`src/rtl/apsp_pkg.sv`:
```
// Shared types, constants and helpers for the all-pairs shortest path block.
// No dependencies; every other file in rtl/ imports this package.
`default_nettype none

package apsp_pkg;

  // Graph size and derived widths.
  localparam int VERTICES = 16;
  localparam int VIDX_W   = $clog2(VERTICES);
  localparam int ADDR_W   = 2 * VIDX_W;
  localparam int CELLS    = 1 << ADDR_W;
  localparam int WEIGHT_W = 16;
  localparam int DIST_W   = 20;

  typedef logic [VIDX_W-1:0]   vidx_t;
  typedef logic [ADDR_W-1:0]   addr_t;
  typedef logic [WEIGHT_W-1:0] weight_t;
  typedef logic [DIST_W-1:0]   dist_t;

  localparam vidx_t VMAX     = VIDX_W'(VERTICES - 1);
  localparam dist_t DIST_INF = '1;

  // Item opcodes.
  localparam logic OPC_SET   = 1'b0;
  localparam logic OPC_QUERY = 1'b1;

  // Controller to datapath command codes.
  localparam int CMD_W = 4;
  localparam logic [CMD_W-1:0] CMD_NONE  = 4'd0;
  localparam logic [CMD_W-1:0] CMD_LOAD  = 4'd1;
  localparam logic [CMD_W-1:0] CMD_WR_AB = 4'd2;
  localparam logic [CMD_W-1:0] CMD_WR_BA = 4'd3;
  localparam logic [CMD_W-1:0] CMD_COPY  = 4'd4;
  localparam logic [CMD_W-1:0] CMD_ROW   = 4'd5;
  localparam logic [CMD_W-1:0] CMD_RELAX = 4'd6;
  localparam logic [CMD_W-1:0] CMD_QUERY = 4'd7;
  localparam logic [CMD_W-1:0] CMD_MISS  = 4'd8;

  // Input beat.
  typedef struct packed {
    logic        opcode;
    logic [3:0]  vertex_a;
    logic [3:0]  vertex_b;
    weight_t     weight;
  } item_t;

  // Result beat.
  typedef struct packed {
    dist_t distance;
    logic  reachable;
  } result_t;

  // Command from controller to datapath.
  typedef struct packed {
    logic [CMD_W-1:0] op;
    vidx_t            i;
    vidx_t            j;
    vidx_t            k;
  } cmd_t;

  // Status from datapath to controller.
  typedef struct packed {
    logic opcode;
    logic in_range;
  } stat_t;

  // Row-major matrix address.
  function automatic addr_t cell_addr(input vidx_t row, input vidx_t col);
    cell_addr = {row, col};
  endfunction

endpackage

`default_nettype wire

```
`src/rtl/apsp_ctrl.sv`:
```
// Sequencing state machine: decodes items, runs the copy, row-load and
// relaxation sweeps of Floyd-Warshall, and tracks whether cached distances hold.
// Depends on apsp_pkg.
`default_nettype none

module apsp_ctrl
  import apsp_pkg::*;
(
  input  wire logic  clk,
  input  wire logic  rst,
  input  wire logic  start,
  input  wire stat_t stat,
  output logic       busy,
  output cmd_t       cmd
);

  localparam logic [2:0] ST_IDLE   = 3'd0;
  localparam logic [2:0] ST_DECODE = 3'd1;
  localparam logic [2:0] ST_WR_BA  = 3'd2;
  localparam logic [2:0] ST_COPY   = 3'd3;
  localparam logic [2:0] ST_ROWLD  = 3'd4;
  localparam logic [2:0] ST_RELAX  = 3'd5;
  localparam logic [2:0] ST_QRY    = 3'd6;
  localparam logic [2:0] ST_RESP   = 3'd7;

  logic [2:0] state, state_next;
  vidx_t      i, i_next;
  vidx_t      j, j_next;
  vidx_t      k, k_next;
  logic       current, current_next;

  // Next state, loop counters and the command for this cycle.
  always_comb begin
    state_next   = state;
    i_next       = i;
    j_next       = j;
    k_next       = k;
    current_next = current;
    cmd          = '{op: CMD_NONE, i: i, j: j, k: k};
    case (state)
      ST_IDLE: begin
        if (start) begin
          cmd.op     = CMD_LOAD;
          state_next = ST_DECODE;
        end
      end
      ST_DECODE: begin
        if (stat.opcode == OPC_SET) begin
          if (stat.in_range) begin
            cmd.op       = CMD_WR_AB;
            current_next = 1'b0;
            state_next   = ST_WR_BA;
          end else begin
            state_next = ST_IDLE;
          end
        end else if (!stat.in_range) begin
          cmd.op     = CMD_MISS;
          state_next = ST_RESP;
        end else if (current) begin
          cmd.op     = CMD_QUERY;
          state_next = ST_RESP;
        end else begin
          i_next     = '0;
          j_next     = '0;
          k_next     = '0;
          state_next = ST_COPY;
        end
      end
      ST_WR_BA: begin
        cmd.op     = CMD_WR_BA;
        state_next = ST_IDLE;
      end
      ST_COPY: begin
        cmd.op = CMD_COPY;
        j_next = j + 1'b1;
        if (j == VMAX) begin
          j_next = '0;
          i_next = i + 1'b1;
          if (i == VMAX) begin
            i_next     = '0;
            state_next = ST_ROWLD;
          end
        end
      end
      ST_ROWLD: begin
        cmd.op = CMD_ROW;
        j_next = j + 1'b1;
        if (j == VMAX) begin
          j_next     = '0;
          state_next = ST_RELAX;
        end
      end
      ST_RELAX: begin
        cmd.op = CMD_RELAX;
        j_next = j + 1'b1;
        if (j == VMAX) begin
          j_next = '0;
          i_next = i + 1'b1;
          if (i == VMAX) begin
            i_next = '0;
            if (k == VMAX) begin
              current_next = 1'b1;
              state_next   = ST_QRY;
            end else begin
              k_next     = k + 1'b1;
              state_next = ST_ROWLD;
            end
          end
        end
      end
      ST_QRY: begin
        cmd.op     = CMD_QUERY;
        state_next = ST_RESP;
      end
      ST_RESP: begin
        state_next = ST_IDLE;
      end
      default: begin
        state_next = ST_IDLE;
      end
    endcase
  end

  // Control registers.
  always_ff @(posedge clk) begin
    if (rst) begin
      state   <= ST_IDLE;
      i       <= '0;
      j       <= '0;
      k       <= '0;
      current <= 1'b0;
    end else begin
      state   <= state_next;
      i       <= i_next;
      j       <= j_next;
      k       <= k_next;
      current <= current_next;
    end
  end

  assign busy = (state != ST_IDLE);

endmodule

`default_nettype wire

```
`config.mk`:
```
export PLATFORM = sky130hd
export DESIGN_NAME = apsp_ctrl
export DESIGN_NICKNAME = d
export VERILOG_FILES = /design/src/rtl/apsp_pkg.sv /design/src/rtl/apsp_ctrl.sv
export SDC_FILE = /design/constraint.sdc
export NUM_CORES = 1
export LEC_CHECK = 0
export ABC_AREA = 1
export BUFFER_PORTS_ARGS = -buffer_cell sky130_fd_sc_hd__buf_2
export CAP_MARGIN = 15
export CORE_ASPECT_RATIO = 1.4
export CORE_MARGIN = 2
export CORE_UTILIZATION = 25
export DETAILED_ROUTE_END_ITERATION = 12
export PLACE_DENSITY = 0.53
export REMOVE_ABC_BUFFERS = 1
export SLEW_MARGIN = 15
export SYNTH_ARGS = -nofsm -noshare
export SYNTH_HDL_FRONTEND = slang
export SYNTH_SLANG_ARGS = --single-unit
```
`constraint.sdc`:
```
create_clock -name clk -period 1.3 [get_ports clk]
set_input_delay 0.065 -clock clk [delete_from_list [all_inputs] [get_ports clk]]
set_output_delay 0.065 -clock clk [all_outputs]
set_load 0.02 [all_outputs]
```
==> summary.txt, run 1 <==
STA
  – Slew @ Worst Pin: roughly 0.35 ns
  – Slew HR: 76.4%
  – Fin. max-slew vios: 0
  – Clk_skew: 0.00272 ns
  – Setup TNS: -0.0783 ns
  – Fmax: 751 MHz
  – Final hold violation count: 0
  – Final Worst Setup Slack: -0.0314 ns
  – Minimum clock period after layout: roughly 1.3 ns
  – RSZ-0062 raised after global routing: yes
  – Setup violators final: 3
  – Final worst-path cycle share: 102%

Yosys
  – Synthesis warning total: 0
  – Seq/Total Area, Yosys: 27.9%
  – Mapped Cells: 169
  – Avg Cell Area, Syn: 6.80 µm²
  – Synth unique cells: 28
  – Area of the mapped netlist: 1150 µm²
  – Synth Register Bits: 16

Route
  – Routed Wire Length: 3480 µm
  – Routed via count: between 1000 and 1500
  – Drt initial violations: 38
  – First drt pass iteration count: 4
  – Routed len/inst: 11.7 µm
  – Post-DRT Antenna Nets: 0
  – Drc violations: 0
  – Vias per cell: 4.50

Setup path
  – CP Class: flip-flop to output port
  – Crit-path cells: inv_6, nand2_8, nor2_8, nand2_4, inv_2, nand3_2, nand2_2, buf_6
  – Crit-path max FO: 6
  – Flop-to-flop setup slack: -0.02 ns
  – Startpoint types: flip-flop
  – Max stage delay on crit path: between 0.3 and 0.4 ns
  – Buffer and inverter count on the worst path: 3
  – R2r endpoint: i[1]
  – R2R depth: 7
  – R2r startpoint: state[0]
  – Family with the most delay on the worst path: simple AND/OR/NAND/NOR gates
  – Slowest CP cell: dfxtp_4
  – Crit. End Element: output port
  – Worst Path Arrival: 1.27 ns
  – Required time of the critical path: 1.24 ns

Die
  – IO Count: 22
  – Core area: roughly 4500 µm²
  – Initial Util: 25.8%
  – DIE HEIGHT: between 80 and 90 µm
  – Die area: 5170 µm²
  – DIE WIDTH: 61.3 µm
  – Rows: 29

CTS
  – Hold_buf cts: 0
  – TritonCTS clock tree: built
  – Total CTS buffers: 3
  – Htree depth: 1
  – CTS sink cnt: 16
  – Root Driver: clkbuf_8
  – CTS Buffer Depth: 2
  – Clk pin slew, worst setup/hold paths: 0.07 ns
  – Clk Latency, worst-skew pair: 0.26 ns

Global routing
  – M2 GR Usage: 24.2%
  – Met1 GRT Util: 16.2%
  – Global-route wire length before repair: roughly 5500 µm
  – Initial antenna violation count: 0
  – Total GRT Usage: between 10% and 20%
  – Busiest grt layer: met2
  – Pin count of the biggest net entering global routing: 11
  – Number of global-route vias before repair: 1221
  – M3 GR Usage: 1.39%
  – Remaining global-route overflow: 0

Finish
  – Nets: 245
  – Share of post-route cells with drive strength above 1: between 50% and 60%
  – Post-Layout Cell Count: 297
  – # diodes: 0
  – Area delta synth->final: 70.7%
  – Fin util: 44.0%

Power and ir drop
  – Switch Pwr: 1.58 mW
  – Worst VDD drop: 806 µV
  – Sequential power share: 20.8%
  – Combinational power share: roughly 68%
  – Clock power share: 11.4%
  – Switching Share: a little under half
  – Pwr dens: 1760 nW/µm²
  – Leakage Power: 0.944 nW
  – Internal Power: roughly 1.9 mW

Min path
  – Hold depth: 3
  – Min-delay src: rst
  – Worst min path class: input pin to flip-flop
  – End of the worst hold path: i[1]

Place
  – Port Buffers: 21
  – HPWL Detailed: 2440 µm
  – Placed Cells: 280
  – Gp weighted congestion: 0.781

Outcome
  – Outcome: complete, but fails checks
  – Failing checks: setup timing

Job
  – # Max-Cap Violations: 0
## worst reg2reg max path: stages, from the launching register on
cell	delay (ns)
dfxtp_2	0.34
buf_12	0.13
buf_4	0.13
nand3_4	0.10
buf_4	0.16
a21boi_2	0.12
nand4_1	0.12
a21oi_2	0.15
## stage by stage
stage	hold slack (ns)	setup WS (ns)	instance area, µm²	power [mW]
5_1_grt	0.148	-0.117	1960	3.73
3_3_place_gp	0.395	-0.152	1570	2.50
3_5_place_dp	0.399	-0.156	1570	2.50
4_1_cts	0.125	-0.0524	1800	3.24
2_1_floorplan	0.127	-0.212	1140	1.82
6_report	0.124	-0.0314	1960	3.46
## cell type report
type                    instances  area (µm²)
fillers                       473        2500
multi-input cells             132         933
repair buffers                 64         494
flip-flops and latches         16         332
inverters                      20        85.1
well taps                      62        77.6
clock buffers                   3        41.3
## timing repair
item	CTS	global route
pin swaps	11	22
buffers inserted	10	4
setup endpoints to repair	17	20
resized for setup	31	35
## cells in the final DEF (no fill, tap or decap), types with 4 or more instances in the layout
| cell type | count |
|---|---|
| buf_6 | 5 |
| nand2_4 | 10 |
| dfxtp_1 | 9 |
| buf_4 | 39 |
| inv_1 | 13 |
| buf_2 | 17 |
| dfxtp_2 | 6 |
| nand3_1 | 14 |
| nor2_1 | 18 |
| nand4_1 | 4 |
| nand2_2 | 9 |
| nand3_4 | 4 |
| nor2_2 | 4 |
| a21oi_2 | 6 |
| a21oi_1 | 5 |
| nand2_1 | 30 |
## how the worst max path moves through the flow
stage                     startpoint       end  slack, ns  cells past startpoint
final                       state[1]   cmd[14]      -0.03                      8
after global routing        state[0]      i[1]      -0.12                      7
after detailed placement        j[0]  state[2]      -0.16                      8
after floorplan             state[2]      i[0]      -0.21                      7
after CTS                   state[0]   cmd[12]      -0.05                      8
after global placement          j[0]  state[2]      -0.15                      8
## power by group through the flow
stage	logic, mW	clock network, mW	registers [mW]
final	2.35	0.395	0.720
after detailed placement	1.80	0	0.701
after CTS	2.12	0.412	0.705
after global routing	2.57	0.423	0.731
after floorplan	0.953	0	0.864
after global placement	1.80	0	0.699
## synth_stat cells, drive strengths merged
cell type	n	share of area (%)
o21bai	1	0.65
o211ai	1	0.65
inv	19	6.4
o21ai	6	2.9
dfxtp	16	28
a21oi	12	6.2
clkinv	1	0.33
nand4	4	2.2
xnor2	1	0.76
nand3	21	13
ha	3	3.3
a21boi	2	1.3
nor2	25	10
nor3	2	0.87
xor2	4	3.0
buf	1	0.43
nand2	50	20
## cells by family (layout without fill, tap and decap cells)
logic type / count (synthesis) / in the layout / share of synthesized area, %
XOR/XNOR: 5 / 5 / 3.81
buffers and inverters: 21 / 87 / 7.18
AND/OR/NAND/NOR: 102 / 102 / 46.1
AO/OA/AOI/OAI: 22 / 22 / 11.8
flip-flops: 16 / 16 / 27.9
adder cells (fa/ha/maj): 3 / 3 / 3.26
## flip-flops by register name, summed over array words and instances (netlist names)
signal   flops
state        3
i            4
current      1
k            4
j            4
## metal layers
layer / up-vias / part of all wire, %
met2: 27 / 55
met4: 0 / 3.6
met5: - / 0
met3: 9 / 3.1
met1: 616 / 38
li1: 685 / -
Note: power is estimated with default switching activity, not from simulation.
==> run 2, diff against run 1 <==
--- a/config.mk
+++ b/config.mk
@@ -12,7 +12,9 @@
 export CORE_MARGIN = 2
 export CORE_UTILIZATION = 25
 export DETAILED_ROUTE_END_ITERATION = 12
+export GPL_TIMING_DRIVEN = 0
 export PLACE_DENSITY = 0.53
+export RECOVER_POWER = 25
 export REMOVE_ABC_BUFFERS = 1
 export SLEW_MARGIN = 15
 export SYNTH_ARGS = -nofsm -noshare
==> summary.txt, run 2 (synthesis results as in run 1) <==
Die
  – Initial Util: 25.8% (unchanged)
  – DIE HEIGHT: 84.2 µm (unchanged)
  – Die area: 5170 µm² (unchanged)
  – DIE WIDTH: 61.3 µm (unchanged)
  – Core area: 4460 µm² (unchanged)
  – Rows: 29 (unchanged)
  – IO Count: 22 (unchanged)

CTS
  – CTS sink cnt: 16 (unchanged)
  – Total CTS buffers: 3 (unchanged)
  – TritonCTS clock tree: built (unchanged)
  – CTS Buffer Depth: 2 (unchanged)
  – Clk pin slew, worst setup/hold paths: 0.07 ns (about the same)
  – Htree depth: 1 (unchanged)
  – Root Driver: clkbuf_8 (unchanged)
  – Clk Latency, worst-skew pair: 0.25 ns (was 0.26 ns)

Setup path
  – Startpoint types: flip-flop (unchanged)
  – Buffer and inverter count on the worst path: 3 (unchanged)
  – CP Class: flip-flop to output port (unchanged)
  – R2r endpoint: k[0] (was i[1])
  – Crit-path cells: buf_12, nor2_8, nand2_4, inv_4, nand3_4, nand2_2, buf_6 (was inv_6, nand2_8, nor2_8, nand2_4, inv_2, nand3_2, nand2_2, buf_6)
  – Max stage delay on crit path: 0.37 ns (about the same)
  – Worst Path Arrival: 1.26 ns (was 1.27 ns)
  – Crit-path max FO: 4 (was 6)
  – Required time of the critical path: 1.24 ns (about the same)
  – R2r startpoint: j[1] (was state[0])
  – R2R depth: 8 (was 7)
  – Crit. End Element: output port (unchanged)
  – Slowest CP cell: dfxtp_4 (unchanged)
  – Flop-to-flop setup slack: 0.02 ns (was -0.02 ns)
  – Family with the most delay on the worst path: flip-flops (was simple AND/OR/NAND/NOR gates)
  – Crit. path cell count: 7 (was 8)

Route
  – Drt initial violations: 22 (was 38)
  – Routed len/inst: 11.3 µm (was 11.7 µm)
  – Vias per cell: 4.44 (was 4.50)
  – Post-DRT Antenna Nets: 0 (unchanged)
  – Routed Wire Length: 3080 µm (was 3480 µm)
  – Drc violations: 0 (unchanged)
  – Routed via count: 1213 (was 1337)
  – First drt pass iteration count: 4 (unchanged)

Global routing
  – Initial antenna violation count: 0 (unchanged)
  – Remaining global-route overflow: 0 (unchanged)
  – Number of global-route vias before repair: 1168 (was 1221)
  – Total GRT Usage: 13.1% (was 14.1%)
  – Pin count of the biggest net entering global routing: 11 (unchanged)
  – Global-route wire length before repair: 5140 µm (was 5470 µm)

Place
  – Area after DPL: 1330 µm² (was 1570 µm²)
  – HPWL Detailed: 2100 µm (was 2440 µm)
  – Port Buffers: 21 (unchanged)
  – Placed Cells: 251 (was 280)
  – Gp weighted congestion: 0.789 (was 0.781)

Finish
  – # diodes: 0 (unchanged)
  – Area delta synth->final: 49.5% (was 70.7%)
  – Final instance area: 1720 µm² (was 1960 µm²)
  – Share of post-route cells with drive strength above 1: 46.9% (was 54.5%)
  – Commonest non-fill, non-tap cells in the layout: nand2_1 (29), nor2_1 (19), buf_4 (18), nand3_1 (15), buf_2 (14) (was buf_4 (39), nand2_1 (30), nor2_1 (18), buf_2 (17), nand3_1 (14))
  – Largest registers: i (4), j (4), k (4) (unchanged)
  – Leading cell type in the layout, fill and taps excluded: nand2_1 (was buf_4)
  – Post-Layout Cell Count: 273 (was 297)
  – Nets: 221 (was 245)

Outcome
  – Failing checks: setup timing (unchanged)
  – Outcome: complete, but fails checks (unchanged)

Job
  – # Max-Cap Violations: 0 (unchanged)

Power and ir drop
  – Leakage Power: 0.777 nW (was 0.944 nW)
  – Pwr dens: 1790 nW/µm² (was 1760 nW/µm²)
  – Worst VDD drop: 522 µV (was 806 µV)

STA
  – Fin. max-slew vios: 0 (unchanged)
  – Clk_skew: 0.00140 ns (was 0.00272 ns)
  – Slew HR: 78.9% (was 76.4%)
  – RSZ-0062 raised after global routing: yes (unchanged)
  – Minimum clock period after layout: 1.32 ns (was 1.33 ns)
  – Setup violators final: 3 (unchanged)
  – Final hold violation count: 0 (unchanged)
  – Slew @ Worst Pin: 0.315 ns (was 0.352 ns)
  – Fmax: 756 MHz (was 751 MHz)
  – Final worst-path cycle share: 102% (about the same)
  – Final Worst Setup Slack: -0.0220 ns (was -0.0314 ns)

Min path
  – Hold depth: 2 (was 3)
  – Min-delay src: rst (unchanged)
  – Worst min path class: input pin to flip-flop (unchanged)
  – End of the worst hold path: i[1] (unchanged)
## run 2: cell count changes in the layout (fill, tap and decap cells not counted), moves of 2 or more
cell	delta
dfxtp_4	+3
a21boi_0	+2
clkbuf_1	+3
buf_12	-2
nand2_2	+3
buf_4	-21
dfxtp_1	-2
buf_2	-3
## run 2: what timing repair did
action                                  4_1_cts  5_1_grt
buffers inserted                             16        3
endpoints found under the setup margin       21       18
endpoints found under the hold margin         0        0
hold buffers                                  0        0
pin swaps                                    10       15
gates resized for setup                      33       27
## run 2: worst reg2reg max path, delay by kind of cell, from the launching register on
family	cells	cell delay, ns
AND/OR/NAND/NOR	6	0.52
adder cells (fa/ha/maj)	1	0.16
AO/OA/AOI/OAI	1	0.12
flip-flops	1	0.37
## run 2: routing by layer
metal  wire length [µm]  up-vias  track usage, %
li1                   -      637               -
met1               1270      553            14.5
met4                 88        0            5.93
met2               1650       17            23.5
met3                 69        6            1.85
met5                  0        -               0
## run 2: worst max path at each step
stage                   from  endpoint  slack (ns)
CTS                 state[1]   cmd[12]       -0.02
global route        state[2]   cmd[14]       -0.09
global placement    state[2]      i[0]       -0.50
detailed placement  state[2]      i[0]       -0.51
floorplan           state[2]      i[0]       -0.21
finish              state[2]   cmd[14]       -0.02
## run 2: layout make-up
| type | instances | area, µm² |
|---|---|---|
| fill | 459 | 2740 |
| inverter | 20 | 86.3 |
| clock buffer | 3 | 41.3 |
| tap | 62 | 77.6 |
| multi-input combinational | 132 | 891 |
| timing repair buffer | 40 | 282 |
| sequential | 16 | 342 |
## run 2: per-stage QoR
stage	hold slack (ns)	setup slack [ns]	TNS (ns)	power (mW)	utilization, %
2_1_floorplan	0.127	-0.212	-2.70	1.82	-
3_3_place_gp	0.343	-0.505	-7.45	2.14	29.7
3_5_place_dp	0.346	-0.514	-7.45	2.14	29.7
4_1_cts	0.0647	-0.0218	-0.0431	2.95	35.8
5_1_grt	0.0860	-0.0944	-0.831	3.33	38.5
6_report	0.0816	-0.0220	-0.0391	3.08	38.5
## run 2: power breakdown
group	internal [mW]	switching, mW	leakage [nW]
combinational	0.793	1.13	0.620
clock	0.206	0.182	0.0216
sequential	0.633	0.134	0.135
total	1.63	1.44	0.777
==> run 3, diff against run 2 <==
==> constraint.sdc (replaced) <==
create_clock -name clk -period 1.3 [get_ports clk]
set_input_delay 0.26 -clock clk [delete_from_list [all_inputs] [get_ports clk]]
set_output_delay 0.26 -clock clk [all_outputs]
set_load 0.02 [all_outputs]
==> summary.txt, run 3 (synthesis results as in run 1) <==
Die
  – DIE HEIGHT: 84.2 µm (unchanged)
  – IO Count: 22 (unchanged)
  – DIE WIDTH: 61.3 µm (unchanged)
  – Rows: 29 (unchanged)
  – Die area: 5170 µm² (unchanged)
  – Core area: 4460 µm² (unchanged)
  – Initial Util: 25.8% (unchanged)

STA
  – Final hold violation count: 0 (unchanged)
  – Setup violators final: 16 (was 3)
  – Minimum clock period after layout: 1.50 ns (was 1.32 ns)
  – Slew HR: 77.9% (was 78.9%)
  – Final Worst Setup Slack: -0.203 ns (was -0.0220 ns)
  – Clk_skew: 0.00160 ns (was 0.00140 ns)
  – Slew @ Worst Pin: 0.329 ns (was 0.315 ns)
  – Fmax: 665 MHz (was 756 MHz)
  – Final worst-path cycle share: 116% (was 102%)
  – RSZ-0062 raised after global routing: yes (unchanged)
  – Fin. max-slew vios: 0 (unchanged)

Setup path
  – Worst Path Arrival: 1.24 ns (was 1.26 ns)
  – Buffer and inverter count on the worst path: 2 (was 3)
  – Family with the most delay on the worst path: flip-flops (unchanged)
  – Required time of the critical path: 1.04 ns (was 1.24 ns)
  – CP Class: flip-flop to output port (unchanged)
  – Crit-path cells: clkinvlp_4, nand2_1, nand2_1, nand2_2, buf_6 (was buf_12, nor2_8, nand2_4, inv_4, nand3_4, nand2_2, buf_6)
  – Crit path top cell by count: nand2_1
  – Crit. path cell count: 5 (was 7)
  – R2R depth: 10 (was 8)
  – Slowest CP cell: dfxtp_4 (unchanged)
  – Crit. End Element: output port (unchanged)
  – Flop-to-flop setup slack: -0.06 ns (was 0.02 ns)
  – Startpoint types: flip-flop (unchanged)
  – R2r endpoint: current (was k[0])
  – Worst setup path endpoint: cmd[12] (was cmd[14])
  – Worst Setup SP: state[2] (unchanged)
  – R2r startpoint: state[1] (was j[1])
  – Crit-path max FO: 6 (was 4)
  – Max stage delay on crit path: 0.42 ns (was 0.37 ns)

CTS
  – CTS sink cnt: 16 (unchanged)
  – Htree depth: 1 (unchanged)
  – Clk pin slew, worst setup/hold paths: 0.06 ns (was 0.07 ns)
  – CTS Buffer Depth: 2 (unchanged)
  – TritonCTS clock tree: built (unchanged)
  – Clk Latency, worst-skew pair: 0.25 ns (about the same)
  – Root Driver: clkbuf_8 (unchanged)
  – Total CTS buffers: 3 (unchanged)

Global routing
  – Initial antenna violation count: 0 (unchanged)
  – Global-route wire length before repair: 5110 µm (was 5140 µm)
  – Total GRT Usage: 13.0% (was 13.1%)
  – Pin count of the biggest net entering global routing: 11 (unchanged)
  – Number of global-route vias before repair: 1185 (was 1168)
  – Remaining global-route overflow: 0 (unchanged)

Route
  – Drc violations: 0 (unchanged)
  – Routed Wire Length: 2990 µm (was 3080 µm)
  – Post-DRT Antenna Nets: 0 (unchanged)
  – Vias per cell: 4.46 (was 4.44)
  – Routed len/inst: 11.0 µm (was 11.3 µm)
  – Routed via count: 1208 (was 1213)
  – Drt initial violations: 25 (was 22)
  – First drt pass iteration count: 4 (unchanged)

Min path
  – Min-delay src: rst (unchanged)
  – Worst min path class: input pin to flip-flop (unchanged)

Place
  – Gp weighted congestion: 0.789 (unchanged)
  – Pre-CTS setup slack: -0.514 ns (unchanged)
  – HPWL Detailed: 2100 µm (unchanged)
  – Port Buffers: 21 (unchanged)

Finish
  – Multi-input gate area: 856 µm² (was 891 µm²)
  – Largest registers: i (4), j (4), k (4) (unchanged)
  – Commonest non-fill, non-tap cells in the layout: nand2_1 (33), nor2_1 (18), buf_4 (16), nand3_1 (14) (was nand2_1 (29), nor2_1 (19), buf_4 (18), nand3_1 (15), buf_2 (14))
  – Share of post-route cells with drive strength above 1: 44.0% (was 46.9%)
  – # diodes: 0 (unchanged)
  – Area delta synth->final: 45.0% (was 49.5%)
  – Layout fillers: 463 (was 459)
  – Leading cell type in the layout, fill and taps excluded: nand2_1 (unchanged)
  – Nets: 219 (was 221)
  – Flip-flop and latch area: 345 µm² (was 342 µm²)

Outcome
  – Failing checks: setup timing (unchanged)
  – Outcome: complete, but fails checks (unchanged)

Power and ir drop
  – Pwr dens: 1850 nW/µm² (was 1790 nW/µm²)
  – Total Power: 3.09 mW (was 3.08 mW)
  – Worst VDD drop: 595 µV (was 522 µV)
  – Leakage Power: 0.738 nW (was 0.777 nW)

Job
  – # Max-Cap Violations: 0 (unchanged)
## run 3: metal layers
layer	GRT usage (%)	part of all wire, %	vias to the layer above
met5	0	0	-
met4	6.32	2.8	0
met3	1.85	3.1	6
met2	22.9	54	25
met1	14.3	40	546
li1	-	-	631
## run 3: layout make-up
type | count | share of cell area (%)
tap | 62 | 4.65
inverter | 20 | 5.03
clock buffer | 3 | 2.48
timing repair buffer | 38 | 15.8
sequential | 16 | 20.7
multi-input combinational | 132 | 51.3
## run 3: stage by stage
| stage | cell area, µm² | setup TNS (ns) | utilization (%) | cells | hold WS (ns) |
|---|---|---|---|---|---|
| 2_1_floorplan | 1140 | -2.96 | - | 168 | 0.322 |
| 3_3_place_gp | 1330 | -8.42 | 29.7 | 251 | 0.492 |
| 3_5_place_dp | 1330 | -8.42 | 29.7 | 251 | 0.493 |
| 4_1_cts | 1600 | -1.32 | 35.8 | 267 | 0.260 |
| 5_1_grt | 1670 | -2.82 | 37.4 | 271 | 0.271 |
| 6_report | 1670 | -1.22 | 37.4 | 271 | 0.270 |
## run 3: worst min-delay path by stage
stage | endpoint | depth (start not counted)
after floorplan | i[1] | 1
after global placement | j[1] | 2
after detailed placement | j[1] | 2
after CTS | i[1] | 2
after global routing | i[1] | 2
final | i[1] | 2
## run 3: what timing repair did
item                                    CTS  global route
endpoints found under the setup margin   21            21
resized for setup                        40            14
pin swaps                                 8             8
setup buffers                            13             4
hold buffers                              0             0
hold endpoints to repair                  0             0
## run 3: where the power goes
| group | switching (mW) | leakage (nW) | internal (mW) | total (mW) |
|---|---|---|---|---|
| logic | 1.08 | 0.581 | 0.814 | 1.90 |
| registers | 0.165 | 0.135 | 0.640 | 0.805 |
| clock network | 0.180 | 0.0216 | 0.206 | 0.386 |
| total | 1.43 | 0.738 | 1.66 | 3.09 |
